File: config.mk
export PLATFORM = sky130hd
export DESIGN_NAME = tape_byte_pulse_encoder
export DESIGN_NICKNAME = d
export VERILOG_FILES = /design/src/sv/tbpe_pkg.sv /design/src/sv/tape_byte_pulse_encoder.sv /design/src/sv/tbpe_step.sv
export VERILOG_INCLUDE_DIRS = /design/src /design/src/sv
export SDC_FILE = /design/constraint.sdc
export NUM_CORES = 1
export LEC_CHECK = 0
export BUFFER_PORTS_ARGS = -buffer_cell sky130_fd_sc_hd__buf_2
export CORE_ASPECT_RATIO = 1.5
export CORE_MARGIN = 10
export CORE_UTILIZATION = 40
export CTS_BUF_LIST = sky130_fd_sc_hd__clkbuf_4 sky130_fd_sc_hd__clkbuf_8
export DETAILED_ROUTE_END_ITERATION = 12
export GPL_ROUTABILITY_DRIVEN = 0
export PLACE_DENSITY = 0.68
export SLEW_MARGIN = 20
export SYNTH_ARGS = -nofsm -noshare
export SYNTH_HDL_FRONTEND = slang
export SYNTH_HIERARCHICAL = 1
export SYNTH_SLANG_ARGS = --single-unit
File: constraint.sdc
create_clock -name clk -period 3.88 [get_ports clk]
set_clock_uncertainty 0.2 [all_clocks]
set_input_delay 0.388 -clock clk [delete_from_list [all_inputs] [get_ports clk]]
set_output_delay 0.388 -clock clk [all_outputs]
set_load 0.005 [all_outputs]
File: src/sv/tape_byte_pulse_encoder_macros.svh
// ----------------------------------------------------------------------------
// Tape byte pulse encoder: assertion macros
// Shared helpers for the concurrent checks of the encoder.
// ----------------------------------------------------------------------------
`ifndef TAPE_BYTE_PULSE_ENCODER_MACROS_SVH
`define TAPE_BYTE_PULSE_ENCODER_MACROS_SVH

// Same-cycle implication, disabled while in reset.
`define TBPE_ASSERT_NOW(label, ante, cons, msg) \
  label: assert property (@(posedge clk) disable iff (rst) (ante) |-> (cons)) \
    else $error(msg);

// Next-cycle implication, disabled while in reset.
`define TBPE_ASSERT_NEXT(label, ante, cons, msg) \
  label: assert property (@(posedge clk) disable iff (rst) (ante) |=> (cons)) \
    else $error(msg);

`endif

File: src/sv/tbpe_pkg.sv
// ----------------------------------------------------------------------------
// tbpe_pkg
// Types and constants shared by the tape byte pulse encoder modules.
// ----------------------------------------------------------------------------
package tbpe_pkg;

  localparam logic [7:0] SYNC_BYTE    = 8'h16;
  localparam logic [7:0] MARK_BYTE    = 8'h24;
  localparam logic [3:0] FRAME_BITS   = 4'd13;  // start, 8 data, parity, 3 stop
  localparam logic [3:0] PARITY_POS   = 4'd4;
  localparam logic [7:0] HEADER_LEN   = 8'd9;
  localparam logic [7:0] GAP_PULSES   = 8'd100;
  localparam logic [7:0] PAUSE_PULSES = 8'd255;

  // header countdown positions carrying the start/end words
  localparam logic [7:0] HDR_END_HI   = 8'd5;
  localparam logic [7:0] HDR_END_LO   = 8'd4;
  localparam logic [7:0] HDR_START_HI = 8'd3;
  localparam logic [7:0] HDR_START_LO = 8'd2;

  typedef enum logic [2:0] {
    REG_ZERO_LOW       = 3'd0,
    REG_ZERO_HIGH      = 3'd1,
    REG_ONE            = 3'd2,
    REG_TURBO_ZERO_LOW = 3'd3,
    REG_TURBO_ZERO_HI  = 3'd4,
    REG_TURBO_ONE      = 3'd5,
    REG_USE_TURBO      = 3'd6
  } cfg_reg_t;

  typedef enum logic [6:0] {
    PH_SYNC1  = 7'b0000001,
    PH_SYNC2  = 7'b0000010,
    PH_HEADER = 7'b0000100,
    PH_NAME   = 7'b0001000,
    PH_GAP    = 7'b0010000,
    PH_DATA   = 7'b0100000,
    PH_PAUSE  = 7'b1000000
  } phase_t;

  typedef struct packed {
    logic [15:0] zero_low_len;
    logic [15:0] zero_high_len;
    logic [15:0] one_len;
    logic [15:0] turbo_zero_low_len;
    logic [15:0] turbo_zero_high_len;
    logic [15:0] turbo_one_len;
    logic        use_turbo;
  } cfg_t;

  typedef struct packed {
    phase_t      phase;
    logic [7:0]  phase_count;
    logic [3:0]  bit_position;
    logic        half_pulse;
    logic [7:0]  shift_byte;
    logic        parity_acc;
    logic        last_byte_flag;
    logic [15:0] bytes_left;
    logic        done_flag;
  } state_t;

  typedef struct packed {
    logic [15:0] pulse_length;
    logic        pulse_valid;
    logic        byte_taken;
    logic        finished;
  } result_t;

endpackage

File: src/sv/tape_byte_pulse_encoder.sv
// ----------------------------------------------------------------------------
// tape_byte_pulse_encoder
// Turns a stream of tape file bytes into pulse lengths, at most one pulse per tick.
// ----------------------------------------------------------------------------
// Usage:
//  - Slave stream: one beat per tick. tdata = file byte, tuser = byte available.
//    A tick with tuser low means end of file; the block may stall (no pulse).
//  - Master stream: exactly one beat per slave beat, in order. tdata = pulse
//    length (0 when no pulse), tuser = {finished, byte taken, pulse valid}.
//    The source advances its file pointer only on beats with byte taken set.
//  - Config channel: cfg_index picks the register (0..6), cfg_data the value.
//    Always ready; write only while the block holds no beat in flight.
//  - Pipeline: a slave beat taken into the input register moves on into the
//    result register and is offered on the master side from there. Throughput
//    is one beat per cycle while m_tready is high, set by the combinational
//    state update between the two registers (input, then result).
//  - Stall: when m_tready is low the result register holds, the input register
//    fills, and s_tready drops only once both are full.
//  - Reset (rst, synchronous): clears both stages, the config registers and
//    the sequencer, which starts in sync reading with a pad count of 255.
// ----------------------------------------------------------------------------
module tape_byte_pulse_encoder (
  input  logic        clk,
  input  logic        rst,
  // slave stream
  input  logic        s_tvalid,
  output logic        s_tready,
  input  logic [7:0]  s_tdata,   // [7:0] file_byte
  input  logic        s_tuser,   // [0] byte_available
  // master stream
  output logic        m_tvalid,
  input  logic        m_tready,
  output logic [15:0] m_tdata,   // [15:0] pulse_length
  output logic [2:0]  m_tuser,   // [0] pulse_valid, [1] byte_taken, [2] finished
  // register writes
  input  logic        cfg_valid,
  output logic        cfg_ready,
  input  logic [2:0]  cfg_index,
  input  logic [15:0] cfg_data
);
  import tbpe_pkg::*;

  cfg_t    cfg;
  state_t  st;
  state_t  st_next;
  result_t res;

  // input register
  logic       in_valid;
  logic [7:0] in_byte;
  logic       in_avail;

  logic advance;

  assign advance   = in_valid && (!m_tvalid || m_tready);
  assign s_tready  = !in_valid || advance;
  assign cfg_ready = 1'b1;

  always_ff @(posedge clk) begin
    if (rst) begin
      in_valid <= 1'b0;
    end else if (s_tready) begin
      in_valid <= s_tvalid;
    end
  end

  always_ff @(posedge clk) begin
    if (s_tvalid && s_tready) begin
      in_byte  <= s_tdata;
      in_avail <= s_tuser;
    end
  end

  // config registers
  always_ff @(posedge clk) begin
    if (rst) begin
      cfg <= '0;
    end else if (cfg_valid && cfg_ready) begin
      unique case (cfg_reg_t'(cfg_index))
        REG_ZERO_LOW:       cfg.zero_low_len        <= cfg_data;
        REG_ZERO_HIGH:      cfg.zero_high_len       <= cfg_data;
        REG_ONE:            cfg.one_len             <= cfg_data;
        REG_TURBO_ZERO_LOW: cfg.turbo_zero_low_len  <= cfg_data;
        REG_TURBO_ZERO_HI:  cfg.turbo_zero_high_len <= cfg_data;
        REG_TURBO_ONE:      cfg.turbo_one_len       <= cfg_data;
        REG_USE_TURBO:      cfg.use_turbo           <= cfg_data[0];
        default: ;
      endcase
    end
  end

  tbpe_step u_step (
    .cfg            (cfg),
    .st             (st),
    .file_byte      (in_byte),
    .byte_available (in_avail),
    .st_next        (st_next),
    .res            (res)
  );

  // sequencer state moves only when a beat passes into the result register
  always_ff @(posedge clk) begin
    if (rst) begin
      st.phase          <= PH_SYNC1;
      st.phase_count    <= PAUSE_PULSES;
      st.bit_position   <= 4'd0;
      st.half_pulse     <= 1'b0;
      st.shift_byte     <= 8'd0;
      st.parity_acc     <= 1'b0;
      st.last_byte_flag <= 1'b0;
      st.bytes_left     <= 16'd0;
      st.done_flag      <= 1'b0;
    end else if (advance) begin
      st <= st_next;
    end
  end

  // result register
  always_ff @(posedge clk) begin
    if (rst) begin
      m_tvalid <= 1'b0;
    end else if (advance) begin
      m_tvalid <= 1'b1;
    end else if (m_tready) begin
      m_tvalid <= 1'b0;
    end
  end

  always_ff @(posedge clk) begin
    if (advance) begin
      m_tdata <= res.pulse_length;
      m_tuser <= {res.finished, res.byte_taken, res.pulse_valid};
    end
  end

`include "tape_byte_pulse_encoder_macros.svh"

  `TBPE_ASSERT_NEXT(a_done_sticky, st.done_flag, st.done_flag, "finished state left")
  `TBPE_ASSERT_NOW(a_half_in_bit, st.half_pulse, st.bit_position != 4'd0, "half pulse idle")
  `TBPE_ASSERT_NOW(a_no_len_idle, m_tvalid && !m_tuser[0], m_tdata == 16'd0, "length without pulse")
  `TBPE_ASSERT_NOW(a_end_no_take, m_tvalid && m_tuser[2], !m_tuser[1], "byte taken while finished")

endmodule

File: src/sv/tbpe_step.sv
// ----------------------------------------------------------------------------
// tbpe_step
// Next-state and pulse logic for one tick of the encoder.
// ----------------------------------------------------------------------------
module tbpe_step (
  input  tbpe_pkg::cfg_t    cfg,
  input  tbpe_pkg::state_t  st,
  input  logic [7:0]        file_byte,
  input  logic              byte_available,
  output tbpe_pkg::state_t  st_next,
  output tbpe_pkg::result_t res
);
  import tbpe_pkg::*;

  function automatic state_t load_byte(state_t s, logic [7:0] v);
    state_t r;
    r = s;
    r.shift_byte     = v;
    r.bit_position   = FRAME_BITS;
    r.parity_acc     = 1'b0;
    r.last_byte_flag = 1'b0;
    return r;
  endfunction

  // after the sync run: pad with sync bytes, then the marker byte
  function automatic state_t pad_or_mark(state_t s);
    state_t r;
    r = s;
    if (s.phase_count != 8'd0) begin
      r = load_byte(s, SYNC_BYTE);
      r.phase_count = s.phase_count - 8'd1;
    end else begin
      r = load_byte(s, MARK_BYTE);
      r.phase_count = HEADER_LEN;
      r.phase = PH_HEADER;
    end
    return r;
  endfunction

  logic        cur_bit;
  logic [3:0]  bp_dec;
  logic [15:0] bits_len;
  logic [15:0] left_dec;

  always_comb begin
    if (st.bit_position == FRAME_BITS)      cur_bit = 1'b0;
    else if (st.bit_position == PARITY_POS) cur_bit = ~st.parity_acc;
    else if (st.bit_position < PARITY_POS)  cur_bit = 1'b1;
    else                                    cur_bit = st.shift_byte[0];
  end

  assign bp_dec   = st.bit_position - 4'd1;
  assign left_dec = st.bytes_left - 16'd1;

  always_comb begin
    if (cur_bit)
      bits_len = cfg.use_turbo ? cfg.turbo_one_len : cfg.one_len;
    else if (!st.half_pulse)
      bits_len = cfg.use_turbo ? cfg.turbo_zero_low_len : cfg.zero_low_len;
    else
      bits_len = cfg.use_turbo ? cfg.turbo_zero_high_len : cfg.zero_high_len;
  end

  always_comb begin
    st_next = st;
    res     = '0;
    if (st.done_flag) begin
      res.finished = 1'b1;
    end else if (st.bit_position != 4'd0) begin
      res.pulse_length = bits_len;
      res.pulse_valid  = 1'b1;
      if (!st.half_pulse) begin
        st_next.half_pulse = 1'b1;
      end else begin
        st_next.half_pulse = 1'b0;
        if (st.bit_position > PARITY_POS && st.bit_position < FRAME_BITS) begin
          st_next.parity_acc = st.parity_acc ^ cur_bit;
          st_next.shift_byte = {1'b0, st.shift_byte[7:1]};
        end
        st_next.bit_position = bp_dec;
      end
      // last stop bit of the last data byte closes the block
      if (st_next.bit_position == 4'd0 && st.last_byte_flag) begin
        st_next.phase_count = PAUSE_PULSES;
        if (byte_available) begin
          st_next.phase = PH_PAUSE;
        end else begin
          st_next.done_flag = 1'b1;
          res.finished = 1'b1;
        end
      end
    end else begin
      unique case (st.phase)
        PH_SYNC2: begin
          st_next = pad_or_mark(st);
        end
        PH_HEADER: begin
          if (st.phase_count == 8'd0) begin
            st_next.phase = PH_NAME;
            if (byte_available) begin
              res.byte_taken = 1'b1;
              st_next = load_byte(st_next, file_byte);
              if (file_byte == 8'd0) begin
                st_next.phase_count = GAP_PULSES;
                st_next.phase = PH_GAP;
              end
            end
          end else if (byte_available) begin
            res.byte_taken = 1'b1;
            st_next = load_byte(st, file_byte);
            if (st.phase_count == HDR_END_HI)
              st_next.bytes_left = {file_byte, 8'h00};
            else if (st.phase_count == HDR_END_LO)
              st_next.bytes_left = st.bytes_left + {8'h00, file_byte} + 16'd1;
            else if (st.phase_count == HDR_START_HI)
              st_next.bytes_left = st.bytes_left - {file_byte, 8'h00};
            else if (st.phase_count == HDR_START_LO)
              st_next.bytes_left = st.bytes_left - {8'h00, file_byte};
            st_next.phase_count = st.phase_count - 8'd1;
          end
        end
        PH_NAME: begin
          if (byte_available) begin
            res.byte_taken = 1'b1;
            st_next = load_byte(st, file_byte);
            if (file_byte == 8'd0) begin
              st_next.phase_count = GAP_PULSES;
              st_next.phase = PH_GAP;
            end
          end
        end
        PH_GAP: begin
          if (st.phase_count != 8'd0) begin
            res.pulse_length = cfg.one_len;
            res.pulse_valid  = 1'b1;
            st_next.phase_count = st.phase_count - 8'd1;
          end else begin
            st_next.phase = PH_DATA;
          end
        end
        PH_DATA: begin
          if (byte_available) begin
            res.byte_taken = 1'b1;
            st_next.shift_byte   = file_byte;
            st_next.bytes_left   = left_dec;
            st_next.parity_acc   = 1'b0;
            if (left_dec == 16'd0) st_next.last_byte_flag = 1'b1;
            st_next.bit_position = FRAME_BITS;
            st_next.half_pulse   = 1'b0;
          end else begin
            st_next.phase_count = PAUSE_PULSES;
            st_next.done_flag   = 1'b1;
            res.finished        = 1'b1;
          end
        end
        PH_PAUSE: begin
          if (st.phase_count != 8'd0) begin
            res.pulse_length = cfg.one_len;
            res.pulse_valid  = 1'b1;
            st_next.phase_count = st.phase_count - 8'd1;
          end else begin
            st_next.phase_count = GAP_PULSES;
            st_next.phase = PH_SYNC1;
          end
        end
        default: begin
          // sync reading (also any code outside the phase set)
          if (byte_available) begin
            res.byte_taken = 1'b1;
            st_next = load_byte(st, file_byte);
            if (file_byte == SYNC_BYTE) begin
              st_next.phase_count = st.phase_count - 8'd1;
            end else begin
              st_next.phase = PH_SYNC2;
              st_next = pad_or_mark(st_next);
            end
          end
        end
      endcase
    end
  end

endmodule
Word-level counts from Yosys, hierarchy flattened --
Index checks and enable logic that the tools add are counted.
Operators by class: add/sub/neg operators 7, $lt $le $gt $ge 3, equality and inequality tests 46, muxes and demuxes 55, bitwise gates (word level) 7, reduce and logical (&&, ||, !) cells 39
Operators by type and width (count):
- 47-bit two-way mux | 5
- 32-bit one-hot mux with 5 select lines | 1
- 16-bit two-way mux | 9
- 17-bit two-way mux | 3
- 8-bit one-hot mux with 6 select lines | 1
- 43-bit two-way mux | 1
- 7-bit one-hot mux with 6 select lines | 1
- 40-bit two-way mux | 1
- 32-bit two-way mux | 1
- 8-bit two-way mux | 4
- 31-bit two-way mux | 1
- 15-bit two-way mux | 2
- 29-bit two-way mux | 1
- 7-bit two-way mux | 4
- 3-bit by 2-bit != test with 1-bit output (second input constant) | 7
- 10-bit AND reduction | 2
- 9-bit two-way mux | 2
- 9-bit AND reduction | 2
- 16-bit by 1-bit adder with 16-bit output (second input constant) | 1
- 16-bit by 8-bit adder with 16-bit output | 1
- 8-bit by 2-bit equality test with 1-bit output (second input constant) | 2
- 8-bit by 3-bit equality test with 1-bit output (second input constant) | 2
- 16-bit zero test | 1
- 8-bit zero test | 2
- other kinds (47) | 100
Storage, ports and cells: bits in registers 174, bits of input ports 33, output and inout port bits 22, logic and storage cells 180

Depth between registers and ports, before layout --
word-level depth 10, depth in mapped cells 15, mapped depth without buffers 13

By module --
Netlist, hierarchy kept.
By module, submodules not included:
- tape_byte_pulse_encoder | instances 1, cells an instance 680, area each 6515.0 um^2, seq. area each 3763.6 um^2
- tbpe_step | instances 1, cells an instance 878, area each 5716.7 um^2, seq. area each 0.0 um^2

Worst setup path after synthesis --
OpenSTA, ideal clock, no wires.
path kind register -> register, start point register, netlist name st[1], end point register, netlist name st[15], setup time 120 ps, arrival 2878 ps, data required time 3560 ps, path slack 682 ps, cell stages (with the launch flop) 13, path buffers 0, period minus slack after synthesis 3198 ps, cells stage by stage dfxtp_1 > inv_1 > ha_1 > fa_1 > nand2b_1 > a2111oi_0 > nor4_1 > o21ai_0 > mux2_2 > a211oi_1 > o21ai_0 > nand2b_1 > mux2i_1
On the way: word-level cells in the longest chain between the ends 8, elaborated cells between the ends (all ways) 13, classes of those cells add/sub (5); mux (8)
RTL lines:
- branches (longest 7 deep; another with 16-bit by 8-bit adder with 16-bit output)
- 32-bit one-hot mux with 5 select lines * | RTL line tbpe_step.sv:93 | unique case (st.phase)
Mark *: on every way between the ends. The select of a mux whose other input is x is not followed. A chain may end at the register's enable or synchronous reset.

Worst setup path in the final report --
start point register in_byte[5], end point register, netlist name st[12]
On the way: word-level cells in the longest chain between the ends 8, elaborated cells between the ends (all ways) 10, classes of those cells add/sub (3); mux (7)
RTL lines:
- from (decl) | RTL line tape_byte_pulse_encoder.sv:50 | logic [7:0] in_byte;
- from (signal assigned) | RTL line tape_byte_pulse_encoder.sv:69 | in_byte <= s_tdata;
- branches (longest 3 deep; another with 16-bit by 8-bit adder with 16-bit output)
- 16-bit two-way mux * | RTL line tbpe_step.sv:113 | else if (st.phase_count == HDR_END_LO)
- 16-bit two-way mux * | RTL line tbpe_step.sv:111 | if (st.phase_count == HDR_END_HI)
- 40-bit two-way mux * | RTL line tbpe_step.sv:108 | end else if (byte_available) begin
- 47-bit two-way mux * | RTL line tbpe_step.sv:98 | if (st.phase_count == 8'd0) begin
- 32-bit one-hot mux with 5 select lines * | RTL line tbpe_step.sv:93
Marked as above.

==> impl_results.html <==
<table>
<tr><th>Metric</th><th>Value</th></tr>
<tr><th colspan="2">Outcome</th></tr>
<tr><td>Status</td><td>finished, final reports clean</td></tr>
<tr><th colspan="2">Logic synthesis</th></tr>
<tr><td>Gate Count Post-Synth</td><td>1558</td></tr>
<tr><td>Total number of yosys warnings</td><td>6</td></tr>
<tr><td>Top area cells in the synthesized netlist</td><td>dfxtp_1 24%, nand2_1 8.6%, edfxtp_1 6.9%</td></tr>
<tr><td>Synth unique cells</td><td>89</td></tr>
<tr><td>Most common cell in the netlist</td><td>nand2_1</td></tr>
<tr><td>Most common library cells after synthesis</td><td>280 x nand2_1, 163 x a21oi_1, 146 x dfxtp_1, 97 x o21ai_0, 87 x nand2b_1</td></tr>
<tr><td>Summed instance area of the synthesized netlist</td><td>0.0122 sq mm</td></tr>
<tr><td>Top flip-flop cell by instance count after synthesis</td><td>dfxtp_1</td></tr>
<tr><td>Register bit total from synthesis</td><td>174</td></tr>
<tr><td>Leading area contributor after synthesis</td><td>dfxtp_1</td></tr>
<tr><td>Fraction of synthesis flops using an asynchronous set or reset pin</td><td>0</td></tr>
<tr><td>Proportion of synthesized chip area in sequential cells</td><td>0.308</td></tr>
<tr><td>Fraction of post-synthesis cell area in the top cell type by area</td><td>0.239</td></tr>
<tr><td>Count of flip-flops with a built-in enable after synthesis</td><td>28</td></tr>
<tr><td>Avg Synthesized Cell Area</td><td>7.85 sq um</td></tr>
<tr><td>Post-synthesis net count</td><td>1629</td></tr>
<tr><th colspan="2">Floorplan</th></tr>
<tr><td>Initial core utilization</td><td>0.404</td></tr>
<tr><td>Die extent in y</td><td>234 um</td></tr>
<tr><td>Number of placement rows</td><td>78</td></tr>
<tr><td>Die span in x</td><td>163 um</td></tr>
<tr><td>Number of I/O pins</td><td>55</td></tr>
<tr><td>Overall die area</td><td>0.0381 sq mm</td></tr>
<tr><td>Core Region</td><td>0.0303 sq mm</td></tr>
<tr><th colspan="2">Route</th></tr>
<tr><td>Total DRC errors in the routed layout</td><td>0</td></tr>
<tr><td>First drt pass iteration count</td><td>5</td></tr>
<tr><td>Via density per instance</td><td>6.04</td></tr>
<tr><td>Total via count after detailed routing</td><td>12.0k</td></tr>
<tr><td>Iter 0 DRT Violations</td><td>856</td></tr>
<tr><td>Remaining number of nets flagged by the antenna check after routing</td><td>0</td></tr>
<tr><td>Routed wire length</td><td>40900 um</td></tr>
<tr><td>Average detailed-routed wire length per instance</td><td>20.6 um</td></tr>
<tr><th colspan="2">Clock tree</th></tr>
<tr><td>Max Root-Sink Buffers</td><td>2</td></tr>
<tr><td>Total number of H-tree levels</td><td>4</td></tr>
<tr><td>Register clock-pin slew on the reported worst setup and hold paths</td><td>100 ps</td></tr>
<tr><td>Clock sink count</td><td>174</td></tr>
<tr><td>Clock root buffer</td><td>clkbuf_8</td></tr>
<tr><td>Number of buffers inserted during clock tree synthesis</td><td>17</td></tr>
<tr><td>CTS tree</td><td>yes</td></tr>
<tr><td>Insertion delay to the later sink of the worst-skew pair</td><td>510 ps</td></tr>
<tr><td>Post-CTS setup-driven buffer insertion count</td><td>0</td></tr>
<tr><td>Count of hold buffers inserted by post-cts repair</td><td>26</td></tr>
<tr><td>Resized cells post-CTS</td><td>0</td></tr>
<tr><th colspan="2">Worst setup path</th></tr>
<tr><td>Endpoint class of the critical path</td><td>register</td></tr>
<tr><td>Critical path start-end classification</td><td>register to register</td></tr>
<tr><td>Critical register-to-register path startpoint</td><td>in_byte[5]</td></tr>
<tr><td>Arrival time at the worst endpoint</td><td>3840 ps</td></tr>
<tr><td>Maximum fanout along the worst path</td><td>10</td></tr>
<tr><td>Worst setup path endpoint</td><td>st[12]</td></tr>
<tr><td>Slack of the worst reg-to-reg path</td><td>280 ps</td></tr>
<tr><td>Required time of the worst setup path</td><td>4120 ps</td></tr>
<tr><td>Terminus of the critical flop-to-flop path</td><td>st[12]</td></tr>
<tr><td>Startpoint Class</td><td>register</td></tr>
<tr><td>R2R depth</td><td>11</td></tr>
<tr><td>Critical path startpoint</td><td>in_byte[5]</td></tr>
<tr><th colspan="2">Cells and area</th></tr>
<tr><td>Final cell utilization of the core</td><td>0.445</td></tr>
<tr><td>Footprint of the flip-flops and latches</td><td>0.00376 sq mm</td></tr>
<tr><td>Layout fillers</td><td>3073</td></tr>
<tr><td>Proportion of layout cells with a drive suffix above 1</td><td>0.113</td></tr>
<tr><td>Diodes inserted</td><td>0</td></tr>
<tr><td>Growth of design area from synthesis to finish</td><td>10.1%</td></tr>
<tr><td>Total area of multi-input combinational cells</td><td>0.00772 sq mm</td></tr>
<tr><td># nets final</td><td>1645</td></tr>
<tr><th colspan="2">Timing</th></tr>
<tr><td>Relative slew margins</td><td>0.227</td></tr>
<tr><td>Final setup violation count</td><td>0</td></tr>
<tr><td>Unrepaired setup endpoints after global routing</td><td>false</td></tr>
<tr><td>Final critical-path share of the clock period</td><td>0.928</td></tr>
<tr><td>Final-report max-slew violation count</td><td>0</td></tr>
<tr><td>Final sum of negative setup slack</td><td>0 ps</td></tr>
<tr><td>Final worst setup slack</td><td>280 ps</td></tr>
<tr><td>Final hold violation count</td><td>0</td></tr>
<tr><td>Max Freq</td><td>278 MHz</td></tr>
<tr><td>Time the final worst path needs with I/O delays and setup</td><td>3600 ps</td></tr>
<tr><td>Worst-Margin Slew</td><td>1160 ps</td></tr>
<tr><th colspan="2">Global route</th></tr>
<tr><td>Met3 usage</td><td>0.0355</td></tr>
<tr><td>Via count of the first global-routing pass</td><td>11.6k</td></tr>
<tr><td>Global-route congestion overflow total</td><td>0</td></tr>
<tr><td>Pin count of the biggest net entering global routing</td><td>97</td></tr>
<tr><td>Total global-route track usage</td><td>0.211</td></tr>
<tr><td>Wire length of the first global-routing pass</td><td>64000 um</td></tr>
<tr><td>Met1 demand-to-capacity share in global routing</td><td>0.225</td></tr>
<tr><td>Initial antenna violation count</td><td>0</td></tr>
<tr><td>Fraction of met2 tracks used by global routing</td><td>0.378</td></tr>
<tr><td>Global route hottest layer</td><td>met2</td></tr>
<tr><th colspan="2">Place</th></tr>
<tr><td>Worst slack at placement</td><td>529 ps</td></tr>
<tr><td>DPL Wire Length</td><td>28300 um</td></tr>
<tr><td>Number of port buffers</td><td>53</td></tr>
<tr><th colspan="2">Power and ir drop</th></tr>
<tr><td>Static leakage</td><td>0.00478 uW</td></tr>
<tr><td>Worst voltage drop across the vdd grid</td><td>0.292 mV</td></tr>
<tr><td>Total power density per cell area</td><td>300 mW/mm^2</td></tr>
<tr><th colspan="2">Hold path</th></tr>
<tr><td>Kind of path behind the tightest hold check</td><td>input port to register</td></tr>
<tr><th colspan="2">Flow run</th></tr>
<tr><td>MaxCap Viol Count</td><td>0</td></tr>
</table>
==> cell type report <==
| class | instances | area share |
|---|---|---|
| Multi-Input combinational cell | 1217 | 0.574 |
| Sequential cell | 174 | 0.280 |
| Timing Repair Buffer | 126 | 0.0682 |
| Tap cell | 400 | 0.0372 |
| Clock buffer | 18 | 0.0179 |
| Clock inverter | 14 | 0.0128 |
| Inverter | 38 | 0.0106 |
==> sequential cells by signal, summed over array words and instances, names as in the netlist <==
| register | count |
|---|---|
| cfg | 97 |
| in_avail | 1 |
| in_byte | 8 |
| in_valid | 1 |
| m_tdata | 16 |
| m_tuser | 3 |
| m_tvalid | 1 |
| st | 47 |
==> worst max-delay path: stages, from the launching register on <==
cell      delay (ps)
edfxtp_1         510
inv_1            120
ha_1             480
or3b_2           470
a31oi_1          320
a211oi_1         120
xnor2_1          160
o221ai_1         350
a21oi_1           70
o211ai_1         470
nand2b_1         120
mux2i_1          140
==> routing by layer <==
metal	vias to the layer above	part of all wire
li1	5639	-
met1	5583	0.36
met2	600	0.51
met3	171	0.069
met4	0	0.065
met5	-	0
==> cell usage in the layout (no fill, tap or decap), types with 15 or more instances in the layout <==
master	count
mux2i_1	68
nor2_1	77
a211oi_1	15
dfxtp_1	145
clkbuf_8	17
nand3_1	22
o21ai_0	97
mux4_2	16
dlygate4sd3_1	26
ha_1	35
nand2_1	280
a31oi_1	18
a22o_1	25
nand2b_1	87
inv_1	37
buf_4	45
a21oi_1	163
buf_2	52
nor3_1	33
edfxtp_1	28
==> power by group <==
group | total (uW) | internal [uW] | switching [uW]
sequential | 1950 | 1890 | 68.5
combinational | 711 | 272 | 440
clock | 1370 | 604 | 763
==> stage by stage <==
step	instances	hold WS (ps)	total power, uW	cell area, sq um
2_1_floorplan	1558	233	2440	12200
3_3_place_gp	1929	239	2660	12800
3_5_place_dp	1929	243	2670	12800
4_1_cts	1987	2.74	4050	13500
5_1_grt	1987	44.4	4190	13500
6_report	1987	38.1	4030	13500
==> worst min-delay path by stage <==
| stage | start | endpoint | slack [ps] | cells after the start |
|---|---|---|---|---|
| global route | m_tready | m_tvalid | 40 | 4 |
| finish | m_tready | m_tvalid | 40 | 4 |
| floorplan | cfg[65] | cfg[65] | 230 | 2 |
| global placement | cfg[18] | cfg[18] | 240 | 2 |
| detailed placement | cfg[79] | cfg[79] | 240 | 2 |
| CTS | m_tready | m_tvalid | 3 | 4 |
==> cells by family after synthesis <==
kind of cell,Yosys count,synth area share
AO/OA/AOI/OAI,468,0.243
XOR/XNOR,23,0.0165
adder cells (fa/ha/maj),38,0.0407
buffers and inverters,167,0.0621
flip-flops,174,0.308
multiplexers,85,0.0860
other,1,0.000307
AND/OR/NAND/NOR,602,0.244
Note: power is estimated with default switching activity, not from simulation.
